--- config.mk ---
export PLATFORM = sky130hd
export DESIGN_NAME = http_request_line_parser_core_flat
export DESIGN_NICKNAME = d
export VERILOG_FILES = /design/src/hrlp_pkg.sv /design/src/hrlp_if.sv /design/src/http_request_line_parser_core.sv /design/src/flat_wrapper.sv
export SDC_FILE = /design/constraint.sdc
export NUM_CORES = 1
export LEC_CHECK = 0
export ABC_AREA = 0
export ABC_CLOCK_PERIOD_IN_PS = 10800
export BUFFER_PORTS_ARGS = -buffer_cell sky130_fd_sc_hd__buf_2
export CORE_UTILIZATION = 61
export CTS_CLUSTER_SIZE = 16
export DETAILED_ROUTE_END_ITERATION = 8
export GPL_ROUTABILITY_DRIVEN = 0
export PLACE_DENSITY = 0.82
export SETUP_SLACK_MARGIN = 0.05
export SLEW_MARGIN = 0
export SYNTH_ARGS = -nofsm -noshare
export SYNTH_HDL_FRONTEND = slang
export SYNTH_SLANG_ARGS = --single-unit
--- constraint.sdc ---
create_clock -name clk -period 10.8 [get_ports clk]
set_clock_uncertainty 0.05 [all_clocks]
set_input_delay 1.62 -clock clk [delete_from_list [all_inputs] [get_ports clk]]
set_output_delay 1.62 -clock clk [all_outputs]
set_load 0.01 [all_outputs]
--- src/hrlp_pkg.sv ---
// ----------------------------------------------------------------------------
// HTTP request line parser package
// Shared types, widths, register indexes and character codes.
// ----------------------------------------------------------------------------
package hrlp_pkg;

    localparam int BYTE_W      = 8;
    localparam int STATE_W     = 5;
    localparam int KIND_W      = 2;
    localparam int DIGIT_W     = 4;
    localparam int CFG_IDX_W   = 2;
    localparam int CFG_DATA_W  = 12;
    localparam int WS_LIMIT_W  = 8;
    localparam int MTH_LIMIT_W = 8;
    localparam int URI_LIMIT_W = 12;
    localparam int SPACE_CNT_W = 9;
    localparam int MTH_CNT_W   = 9;
    localparam int URI_CNT_W   = 13;

    typedef enum logic [STATE_W-1:0] {
        ST_METHOD     = 5'd0,
        ST_URI        = 5'd1,
        ST_H          = 5'd2,
        ST_T1         = 5'd3,
        ST_T2         = 5'd4,
        ST_P          = 5'd5,
        ST_SLASH      = 5'd6,
        ST_MAJOR      = 5'd7,
        ST_DOT        = 5'd8,
        ST_MINOR      = 5'd9,
        ST_CR         = 5'd10,
        ST_LF         = 5'd11,
        ST_VALID      = 5'd12,
        ST_ERR_METHOD = 5'd13,
        ST_ERR_WS     = 5'd14,
        ST_ERR_URI    = 5'd15,
        ST_ERR_CRLF   = 5'd16
    } parse_state_t;

    typedef enum logic [KIND_W-1:0] {
        TOK_NONE   = 2'd0,
        TOK_METHOD = 2'd1,
        TOK_URI    = 2'd2
    } token_kind_t;

    // Configuration register indexes
    localparam logic [CFG_IDX_W-1:0] CFG_STRICT_CRLF   = 2'd0;
    localparam logic [CFG_IDX_W-1:0] CFG_MAX_WS        = 2'd1;
    localparam logic [CFG_IDX_W-1:0] CFG_MAX_METHOD    = 2'd2;
    localparam logic [CFG_IDX_W-1:0] CFG_MAX_URI       = 2'd3;

    localparam logic [WS_LIMIT_W-1:0]  MAX_WS_RST     = 8'd8;
    localparam logic [MTH_LIMIT_W-1:0] MAX_METHOD_RST = 8'd16;
    localparam logic [URI_LIMIT_W-1:0] MAX_URI_RST    = 12'd1024;

    // Character codes
    localparam logic [BYTE_W-1:0] CH_CR    = 8'h0D;
    localparam logic [BYTE_W-1:0] CH_LF    = 8'h0A;
    localparam logic [BYTE_W-1:0] CH_SP    = 8'h20;
    localparam logic [BYTE_W-1:0] CH_TAB   = 8'h09;
    localparam logic [BYTE_W-1:0] CH_H     = 8'h48;
    localparam logic [BYTE_W-1:0] CH_T     = 8'h54;
    localparam logic [BYTE_W-1:0] CH_P     = 8'h50;
    localparam logic [BYTE_W-1:0] CH_SLASH = 8'h2F;
    localparam logic [BYTE_W-1:0] CH_DOT   = 8'h2E;
    localparam logic [BYTE_W-1:0] CH_0     = 8'h30;
    localparam logic [BYTE_W-1:0] CH_9     = 8'h39;
    localparam logic [BYTE_W-1:0] CH_A     = 8'h41;
    localparam logic [BYTE_W-1:0] CH_Z     = 8'h5A;

endpackage

--- src/hrlp_if.sv ---
// ----------------------------------------------------------------------------
// HTTP request line parser channels
// Byte input, result output and configuration write channels.
// ----------------------------------------------------------------------------
interface hrlp_byte_if;
    logic                          valid;
    logic                          ready;
    logic [hrlp_pkg::BYTE_W-1:0]   in_byte;

    modport source (output valid, output in_byte, input ready);
    modport sink   (input valid, input in_byte, output ready);
endinterface

interface hrlp_result_if;
    logic                          valid;
    logic                          ready;
    logic                          accepted;
    logic [hrlp_pkg::STATE_W-1:0]  line_state;
    logic [hrlp_pkg::KIND_W-1:0]   token_kind;
    logic [hrlp_pkg::BYTE_W-1:0]   token_byte;
    logic [hrlp_pkg::DIGIT_W-1:0]  major_digit;
    logic [hrlp_pkg::DIGIT_W-1:0]  minor_digit;

    modport source (output valid, output accepted, output line_state, output token_kind,
                    output token_byte, output major_digit, output minor_digit,
                    input ready);
    modport sink   (input valid, input accepted, input line_state, input token_kind,
                    input token_byte, input major_digit, input minor_digit,
                    output ready);
endinterface

interface hrlp_cfg_if;
    logic                            valid;
    logic                            ready;
    logic [hrlp_pkg::CFG_IDX_W-1:0]  index;
    logic [hrlp_pkg::CFG_DATA_W-1:0] data;

    modport source (output valid, output index, output data, input ready);
    modport sink   (input valid, input index, input data, output ready);
endinterface

--- src/http_request_line_parser_core.sv ---
// ----------------------------------------------------------------------------
// HTTP request line parser core
// Path: an accepted byte is held in the input register, then its result in the result register.
// Throughput: one byte per cycle; the input register and the result register
// advance together whenever the result register is empty or being taken.
// Reset (rst_n low, asynchronous): parser back to the method state, counters
// and version digits cleared, strict CRLF off, limit registers to 8, 16 and 1024.
// ----------------------------------------------------------------------------
module http_request_line_parser_core (
    input  logic          clk,
    input  logic          rst_n,
    hrlp_byte_if.sink     byte_ch,
    hrlp_result_if.source result_ch,
    hrlp_cfg_if.sink      cfg
);
    import hrlp_pkg::*;

    // Configuration
    logic                   strict_crlf_reg;
    logic [WS_LIMIT_W-1:0]  max_ws_reg;
    logic [MTH_LIMIT_W-1:0] max_method_reg;
    logic [URI_LIMIT_W-1:0] max_uri_reg;

    // Input register
    logic              in_valid_reg;
    logic [BYTE_W-1:0] in_byte_reg;

    // Parser state
    parse_state_t           state_reg, state_next;
    logic [SPACE_CNT_W-1:0] space_reg, space_next;
    logic [MTH_CNT_W-1:0]   method_reg, method_next;
    logic [URI_CNT_W-1:0]   uri_reg, uri_next;
    logic [DIGIT_W-1:0]     major_reg, major_next;
    logic [DIGIT_W-1:0]     minor_reg, minor_next;

    // Result register
    logic               out_valid_reg;
    logic               accepted_reg;
    token_kind_t        kind_reg;
    logic [BYTE_W-1:0]  token_byte_reg;

    logic        ok;
    token_kind_t kind;
    logic        advance;

    logic                   is_upper, is_blank, is_digit, is_eol;
    logic [SPACE_CNT_W-1:0] space_inc;
    logic [MTH_CNT_W-1:0]   method_inc;
    logic [URI_CNT_W-1:0]   uri_inc;
    logic                   ws_over, method_over, uri_over;

    assign advance = in_valid_reg && (!out_valid_reg || result_ch.ready);

    assign byte_ch.ready = !in_valid_reg || advance;
    assign cfg.ready     = 1'b1;

    assign is_upper = (in_byte_reg >= CH_A) && (in_byte_reg <= CH_Z);
    assign is_blank = (in_byte_reg == CH_SP) || (in_byte_reg == CH_TAB);
    assign is_digit = (in_byte_reg >= CH_0) && (in_byte_reg <= CH_9);
    assign is_eol   = (in_byte_reg == CH_CR) || (in_byte_reg == CH_LF);

    // Saturating increments
    assign space_inc  = (&space_reg)  ? space_reg  : space_reg  + 1'b1;
    assign method_inc = (&method_reg) ? method_reg : method_reg + 1'b1;
    assign uri_inc    = (&uri_reg)    ? uri_reg    : uri_reg    + 1'b1;

    assign ws_over     = space_inc  > {1'b0, max_ws_reg};
    assign method_over = method_inc > {1'b0, max_method_reg};
    assign uri_over    = uri_inc    > {1'b0, max_uri_reg};

    // Next state and counters
    always_comb
    begin
        state_next  = state_reg;
        space_next  = space_reg;
        method_next = method_reg;
        uri_next    = uri_reg;
        major_next  = major_reg;
        minor_next  = minor_reg;
        unique case (state_reg)
            ST_METHOD:
            begin
                if (is_upper)
                begin
                    method_next = method_inc;
                    if (method_over)
                        state_next = ST_ERR_METHOD;
                end
                else if (is_blank && (method_reg != '0))
                begin
                    space_next = SPACE_CNT_W'(1);
                    state_next = ST_URI;
                end
            end
            ST_URI:
            begin
                if (is_eol)
                begin
                    // reject, hold state
                end
                else if (is_blank)
                begin
                    space_next = space_inc;
                    if (ws_over)
                        state_next = ST_ERR_WS;
                    else if (uri_reg != '0)
                    begin
                        space_next = SPACE_CNT_W'(1);
                        state_next = ST_H;
                    end
                end
                else
                begin
                    uri_next = uri_inc;
                    if (uri_over)
                        state_next = ST_ERR_URI;
                end
            end
            ST_H:
            begin
                if (is_blank)
                begin
                    space_next = space_inc;
                    if (ws_over)
                        state_next = ST_ERR_WS;
                end
                else if (in_byte_reg == CH_H)
                    state_next = ST_T1;
            end
            ST_T1:    if (in_byte_reg == CH_T)     state_next = ST_T2;
            ST_T2:    if (in_byte_reg == CH_T)     state_next = ST_P;
            ST_P:     if (in_byte_reg == CH_P)     state_next = ST_SLASH;
            ST_SLASH: if (in_byte_reg == CH_SLASH) state_next = ST_MAJOR;
            ST_MAJOR:
            begin
                if (is_digit)
                begin
                    major_next = in_byte_reg[DIGIT_W-1:0];
                    state_next = ST_DOT;
                end
            end
            ST_DOT:   if (in_byte_reg == CH_DOT)   state_next = ST_MINOR;
            ST_MINOR:
            begin
                if (is_digit)
                begin
                    minor_next = in_byte_reg[DIGIT_W-1:0];
                    state_next = ST_CR;
                end
            end
            ST_CR:
            begin
                if (in_byte_reg == CH_CR)
                    state_next = ST_LF;
                else if (!strict_crlf_reg && (in_byte_reg == CH_LF))
                    state_next = ST_VALID;
                else
                    state_next = ST_ERR_CRLF;
            end
            ST_LF:    if (in_byte_reg == CH_LF)    state_next = ST_VALID;
            default:
            begin
                // final states hold
            end
        endcase
    end

    // Accept flag and token tag
    always_comb
    begin
        ok   = 1'b0;
        kind = TOK_NONE;
        unique case (state_reg)
            ST_METHOD:
            begin
                if (is_upper)
                begin
                    kind = TOK_METHOD;
                    ok   = !method_over;
                end
                else
                    ok = is_blank && (method_reg != '0);
            end
            ST_URI:
            begin
                if (is_eol)
                    ok = 1'b0;
                else if (is_blank)
                    ok = !ws_over;
                else
                begin
                    kind = TOK_URI;
                    ok   = !uri_over;
                end
            end
            ST_H:     ok = is_blank ? !ws_over : (in_byte_reg == CH_H);
            ST_T1:    ok = (in_byte_reg == CH_T);
            ST_T2:    ok = (in_byte_reg == CH_T);
            ST_P:     ok = (in_byte_reg == CH_P);
            ST_SLASH: ok = (in_byte_reg == CH_SLASH);
            ST_MAJOR: ok = is_digit;
            ST_DOT:   ok = (in_byte_reg == CH_DOT);
            ST_MINOR: ok = is_digit;
            ST_CR:    ok = (in_byte_reg == CH_CR) ||
                           (!strict_crlf_reg && (in_byte_reg == CH_LF));
            ST_LF:    ok = (in_byte_reg == CH_LF);
            default:  ok = 1'b0;
        endcase
    end

    // Configuration registers
    always_ff @(posedge clk or negedge rst_n)
    begin
        if (!rst_n)
        begin
            strict_crlf_reg <= 1'b0;
            max_ws_reg      <= MAX_WS_RST;
            max_method_reg  <= MAX_METHOD_RST;
            max_uri_reg     <= MAX_URI_RST;
        end
        else if (cfg.valid)
        begin
            unique case (cfg.index)
                CFG_STRICT_CRLF: strict_crlf_reg <= cfg.data[0];
                CFG_MAX_WS:      max_ws_reg      <= cfg.data[WS_LIMIT_W-1:0];
                CFG_MAX_METHOD:  max_method_reg  <= cfg.data[MTH_LIMIT_W-1:0];
                CFG_MAX_URI:     max_uri_reg     <= cfg.data[URI_LIMIT_W-1:0];
                default:         ;
            endcase
        end
    end

    // Input register control
    always_ff @(posedge clk or negedge rst_n)
    begin
        if (!rst_n)
            in_valid_reg <= 1'b0;
        else if (byte_ch.ready)
            in_valid_reg <= byte_ch.valid;
    end

    always_ff @(posedge clk)
    begin
        if (byte_ch.valid && byte_ch.ready)
            in_byte_reg <= byte_ch.in_byte;
    end

    // Parser state, advance one byte at a time
    always_ff @(posedge clk or negedge rst_n)
    begin
        if (!rst_n)
        begin
            state_reg  <= ST_METHOD;
            space_reg  <= '0;
            method_reg <= '0;
            uri_reg    <= '0;
            major_reg  <= '0;
            minor_reg  <= '0;
        end
        else if (advance)
        begin
            state_reg  <= state_next;
            space_reg  <= space_next;
            method_reg <= method_next;
            uri_reg    <= uri_next;
            major_reg  <= major_next;
            minor_reg  <= minor_next;
        end
    end

    // Result register
    always_ff @(posedge clk or negedge rst_n)
    begin
        if (!rst_n)
            out_valid_reg <= 1'b0;
        else if (advance)
            out_valid_reg <= 1'b1;
        else if (result_ch.ready)
            out_valid_reg <= 1'b0;
    end

    always_ff @(posedge clk)
    begin
        if (advance)
        begin
            accepted_reg   <= ok;
            kind_reg       <= kind;
            token_byte_reg <= (kind != TOK_NONE) ? in_byte_reg : '0;
        end
    end

    // Digits and state are shown from the live registers, which change only on advance
    assign result_ch.valid       = out_valid_reg;
    assign result_ch.accepted    = accepted_reg;
    assign result_ch.line_state  = state_reg;
    assign result_ch.token_kind  = kind_reg;
    assign result_ch.token_byte  = token_byte_reg;
    assign result_ch.major_digit = major_reg;
    assign result_ch.minor_digit = minor_reg;

endmodule
--- src/flat_wrapper.sv ---
// flat-port wrapper written by rule: the top's interface ports become plain ports
module http_request_line_parser_core_flat import hrlp_pkg::*;
  (clk, rst_n, byte_ch_valid, byte_ch_in_byte, byte_ch_ready, result_ch_valid, result_ch_accepted, result_ch_line_state, result_ch_token_kind, result_ch_token_byte, result_ch_major_digit, result_ch_minor_digit, result_ch_ready, cfg_valid, cfg_index, cfg_data, cfg_ready);
  hrlp_byte_if byte_ch_i ();
  hrlp_result_if result_ch_i ();
  hrlp_cfg_if cfg_i ();
  input  logic clk;
  input  logic rst_n;
  input wire logic [$bits(byte_ch_i.valid)-1:0] byte_ch_valid;
  input wire logic [$bits(byte_ch_i.in_byte)-1:0] byte_ch_in_byte;
  output wire logic [$bits(byte_ch_i.ready)-1:0] byte_ch_ready;
  output wire logic [$bits(result_ch_i.valid)-1:0] result_ch_valid;
  output wire logic [$bits(result_ch_i.accepted)-1:0] result_ch_accepted;
  output wire logic [$bits(result_ch_i.line_state)-1:0] result_ch_line_state;
  output wire logic [$bits(result_ch_i.token_kind)-1:0] result_ch_token_kind;
  output wire logic [$bits(result_ch_i.token_byte)-1:0] result_ch_token_byte;
  output wire logic [$bits(result_ch_i.major_digit)-1:0] result_ch_major_digit;
  output wire logic [$bits(result_ch_i.minor_digit)-1:0] result_ch_minor_digit;
  input wire logic [$bits(result_ch_i.ready)-1:0] result_ch_ready;
  input wire logic [$bits(cfg_i.valid)-1:0] cfg_valid;
  input wire logic [$bits(cfg_i.index)-1:0] cfg_index;
  input wire logic [$bits(cfg_i.data)-1:0] cfg_data;
  output wire logic [$bits(cfg_i.ready)-1:0] cfg_ready;
  assign byte_ch_i.valid = byte_ch_valid;
  assign byte_ch_i.in_byte = byte_ch_in_byte;
  assign byte_ch_ready = byte_ch_i.ready;
  assign result_ch_valid = result_ch_i.valid;
  assign result_ch_accepted = result_ch_i.accepted;
  assign result_ch_line_state = result_ch_i.line_state;
  assign result_ch_token_kind = result_ch_i.token_kind;
  assign result_ch_token_byte = result_ch_i.token_byte;
  assign result_ch_major_digit = result_ch_i.major_digit;
  assign result_ch_minor_digit = result_ch_i.minor_digit;
  assign result_ch_i.ready = result_ch_ready;
  assign cfg_i.valid = cfg_valid;
  assign cfg_i.index = cfg_index;
  assign cfg_i.data = cfg_data;
  assign cfg_ready = cfg_i.ready;
  http_request_line_parser_core u_core (.clk(clk), .rst_n(rst_n), .byte_ch(byte_ch_i), .result_ch(result_ch_i), .cfg(cfg_i));
endmodule
==> impl_metrics.yaml <==
route:
  vias: 4496
  first_iter_violations: 384
  drc_errors: 0
  post_drt_wl_per_cell_um: 17.8
  dr.pass1.iters: 5
  ant_nets: 0
  wl_um: 12800
  viasPerCell: 6.24
timing:
  setup_tns_ps: 0
  worst_pin_slew_ps: 960
  slew_viol_final: 0
  post-route-period-util: 0.425
  timing.fmax_mhz: 218
  period_minus_slack_ps: 4590
  setup_viol: 0
  max-slew-margin-rel: 0.355
  rsz0062_at_grt: "no"
  hold_viol: 0
  fin_worst_hold_slack_ps: 456
power:
  ir_drop_mv: 0.102
  powerDensity_nw_per_um2: 187
  p_leak_uw: 0.00279
clock_tree:
  insertion_delay_ps: 380
  cts_tree: "built"
  cts_hold_buf: 0
  cts_buffer_depth: 2
  cts_resized: 0
  h-tree-depth: 3
  cts.clk_slew.worst_paths_ps: 90
  cts_root_buffer: "clkbuf_8"
  cts_buffers: 9
  clock-sinks: 94
  cts_setup_buffers: 0
grt:
  grt_use_total: 0.279
  grt_pass1_vias: 4448
  grt_max_degree: 76
  grt.overflow.total: 0
  antenna_found_initial: 0
  grt_pass1_wl_um: 21500
final_layout:
  drive_gt1_frac: 0.206
  largest_reg_flops: 13
  synthToLayoutAreaGrowth_pct: 8.82
  fillers: 664
  layout.cells.non_filler: 721
  antenna_cells: 0
  layout.nets: 668
critical_path:
  slowest_delay_ps: 820
  path_buf_inv: 1
  crit_top_cell: "nor2_1"
  crit_fanout: 8
  reg2reg_depth: 16
  cp.depth: 16
  worstPathCellList: "ha_1 > nand3_1 > nor2_1 > nand2_1 > nand2b_1 > nor2_1 > xnor2_1 > inv_1 > ha_1 > and4_1 > a21boi_0 > o41ai_1 > a31oi_1 > nor2_1 > nor3b_1 > a21o_1"
  critical_path.top_delay_family: "simple AND/OR/NAND/NOR gates"
  crit_type: "flop to flop"
  start_kind: "flop"
  worst_path_max_delay_cell: "o41ai_1"
  cp-end-kind: "flop"
  critPathArrivalTime_ps: 4800
  required_ps: 11010
logic_synthesis:
  synth_warnings: 0
  synth.avg_cell_area_um2: 10.1
  syn-num-nets: 626
  synth_top_area_share: 0.316
  netlist_area_um2: 5700
  synth_ff_type: "dfrtp_1"
  synth_common_cells: "dfrtp_1, nand2_1, mux2_2, nor2_1, inv_1"
  synth_seq_cells: 94
  synthTopCellsByArea: "dfrtp_1, edfxtp_1, mux2_2, ha_1, xnor2_1"
  synth_largest_area_cell: "dfrtp_1"
  synth.most_common_cell: "dfrtp_1"
  synth_cells: 566
  synth-seq-area-share: 0.430
  synth_edf_count: 19
  async_flop_share: 0.798
  yosysUniqueCellTypes: 64
floorplan:
  die_x_um: 98.7
  die_height_um: 98.7
  die_area_um2: 9740
  io_pins: 54
  initial_core_util: 0.641
  rows: 34
  core-area_um2: 8890
job:
  maxCapViolations: 0
place:
  dp_hpwl_um: 9420
  io_buffers: 52
  post-place-cells: 705
outcome:
  status: "finished, final reports clean"
worst_hold_path:
  min_path_type: "flop to flop"
  min_path_cells: 1
-- cell families after synthesis --
family / after synthesis / synth area share
xor gates and xnor gates: 41 / 0.0630
AOI/OAI and AO/OA: 84 / 0.103
buffers and inverters: 59 / 0.0426
muxes: 43 / 0.0845
adders and majority gates: 33 / 0.0724
DFF: 94 / 0.430
other: 1 / 0.000658
and+or+nand+nor: 211 / 0.204
-- where the power goes --
part | total, uW | leakage (uW) | internal, uW | switching (uW)
Clock | 240 | 0.000101 | 108 | 132
Combinational | 418 | 0.00155 | 186 | 232
Sequential | 504 | 0.00114 | 425 | 79.5
-- layout make-up --
class / count / area [um^2] / area share
Multi-Input combinational cell: 413 / 3010 / 0.485
Sequential cell: 94 / 2450 / 0.395
Timing Repair Buffer: 54 / 278 / 0.0448
Inverter: 36 / 135 / 0.0218
Tap cell: 108 / 135 / 0.0218
Clock buffer: 9 / 124 / 0.0200
Clock inverter: 7 / 73.8 / 0.0119
-- cells in the final DEF (no fill, tap or decap), drive strengths merged, types with 4 or more instances in the layout --
cell,Yosys,layout
a211oi,7,7
nor3,15,15
or3,4,4
clkbuf,15,9
buf,8,54
a21oi,14,14
nor4,9,9
nand2b,9,9
nand3b,11,11
nor2,39,39
nand3,21,21
nor3b,6,6
xor2,9,9
o31ai,5,5
o21ai,15,15
and3,7,7
nor2b,8,8
nand2,43,43
nand4,17,17
a31oi,7,7
edfxtp,19,19
clkinv,0,5
a21o,8,8
and2,6,6
dfrtp,72,72
ha,33,33
xnor2,32,32
inv,36,37
mux2,41,41
-- worst paths after layout --
path                       slack, ps                                   startpoint                                     endpoint
max                             6210              u_core.space_reg[0]$_DFFE_PN0P_              u_core.space_reg[7]$_DFFE_PN0P_
min                              460  u_core.result_ch.major_digit[1]$_DFFE_PN0P_  u_core.result_ch.major_digit[1]$_DFFE_PN0P_
max reg2reg                     6210              u_core.space_reg[0]$_DFFE_PN0P_              u_core.space_reg[7]$_DFFE_PN0P_
min reg2reg                      460  u_core.result_ch.major_digit[1]$_DFFE_PN0P_  u_core.result_ch.major_digit[1]$_DFFE_PN0P_
max in group asynchronous       8750                                        rst_n              u_core.space_reg[0]$_DFFE_PN0P_
min in group asynchronous       1320                                        rst_n                u_core.uri_reg[7]$_DFFE_PN0P_
-- metrics by stage --
step                utilization  setup slack [ps]  total power, uW  cell area (um^2)
floorplan                     -              6890              797              5700
global placement          0.675              6730              894              6010
detailed placement        0.675              6440              919              6010
CTS                       0.698              6340             1160              6200
global route              0.698              5800             1230              6200
finish                    0.698              6210             1160              6200
-- per-layer routing --
layer / global-route usage / up-vias / wire length (um)
li1: - / 2126 / -
met1: 0.382 / 2185 / 5530
met2: 0.472 / 157 / 6380
met3: 0.0333 / 28 / 713
met4: 0.0838 / 0 / 223
met5: 0 / - / 0
Note: power is estimated with default switching activity, not from simulation.
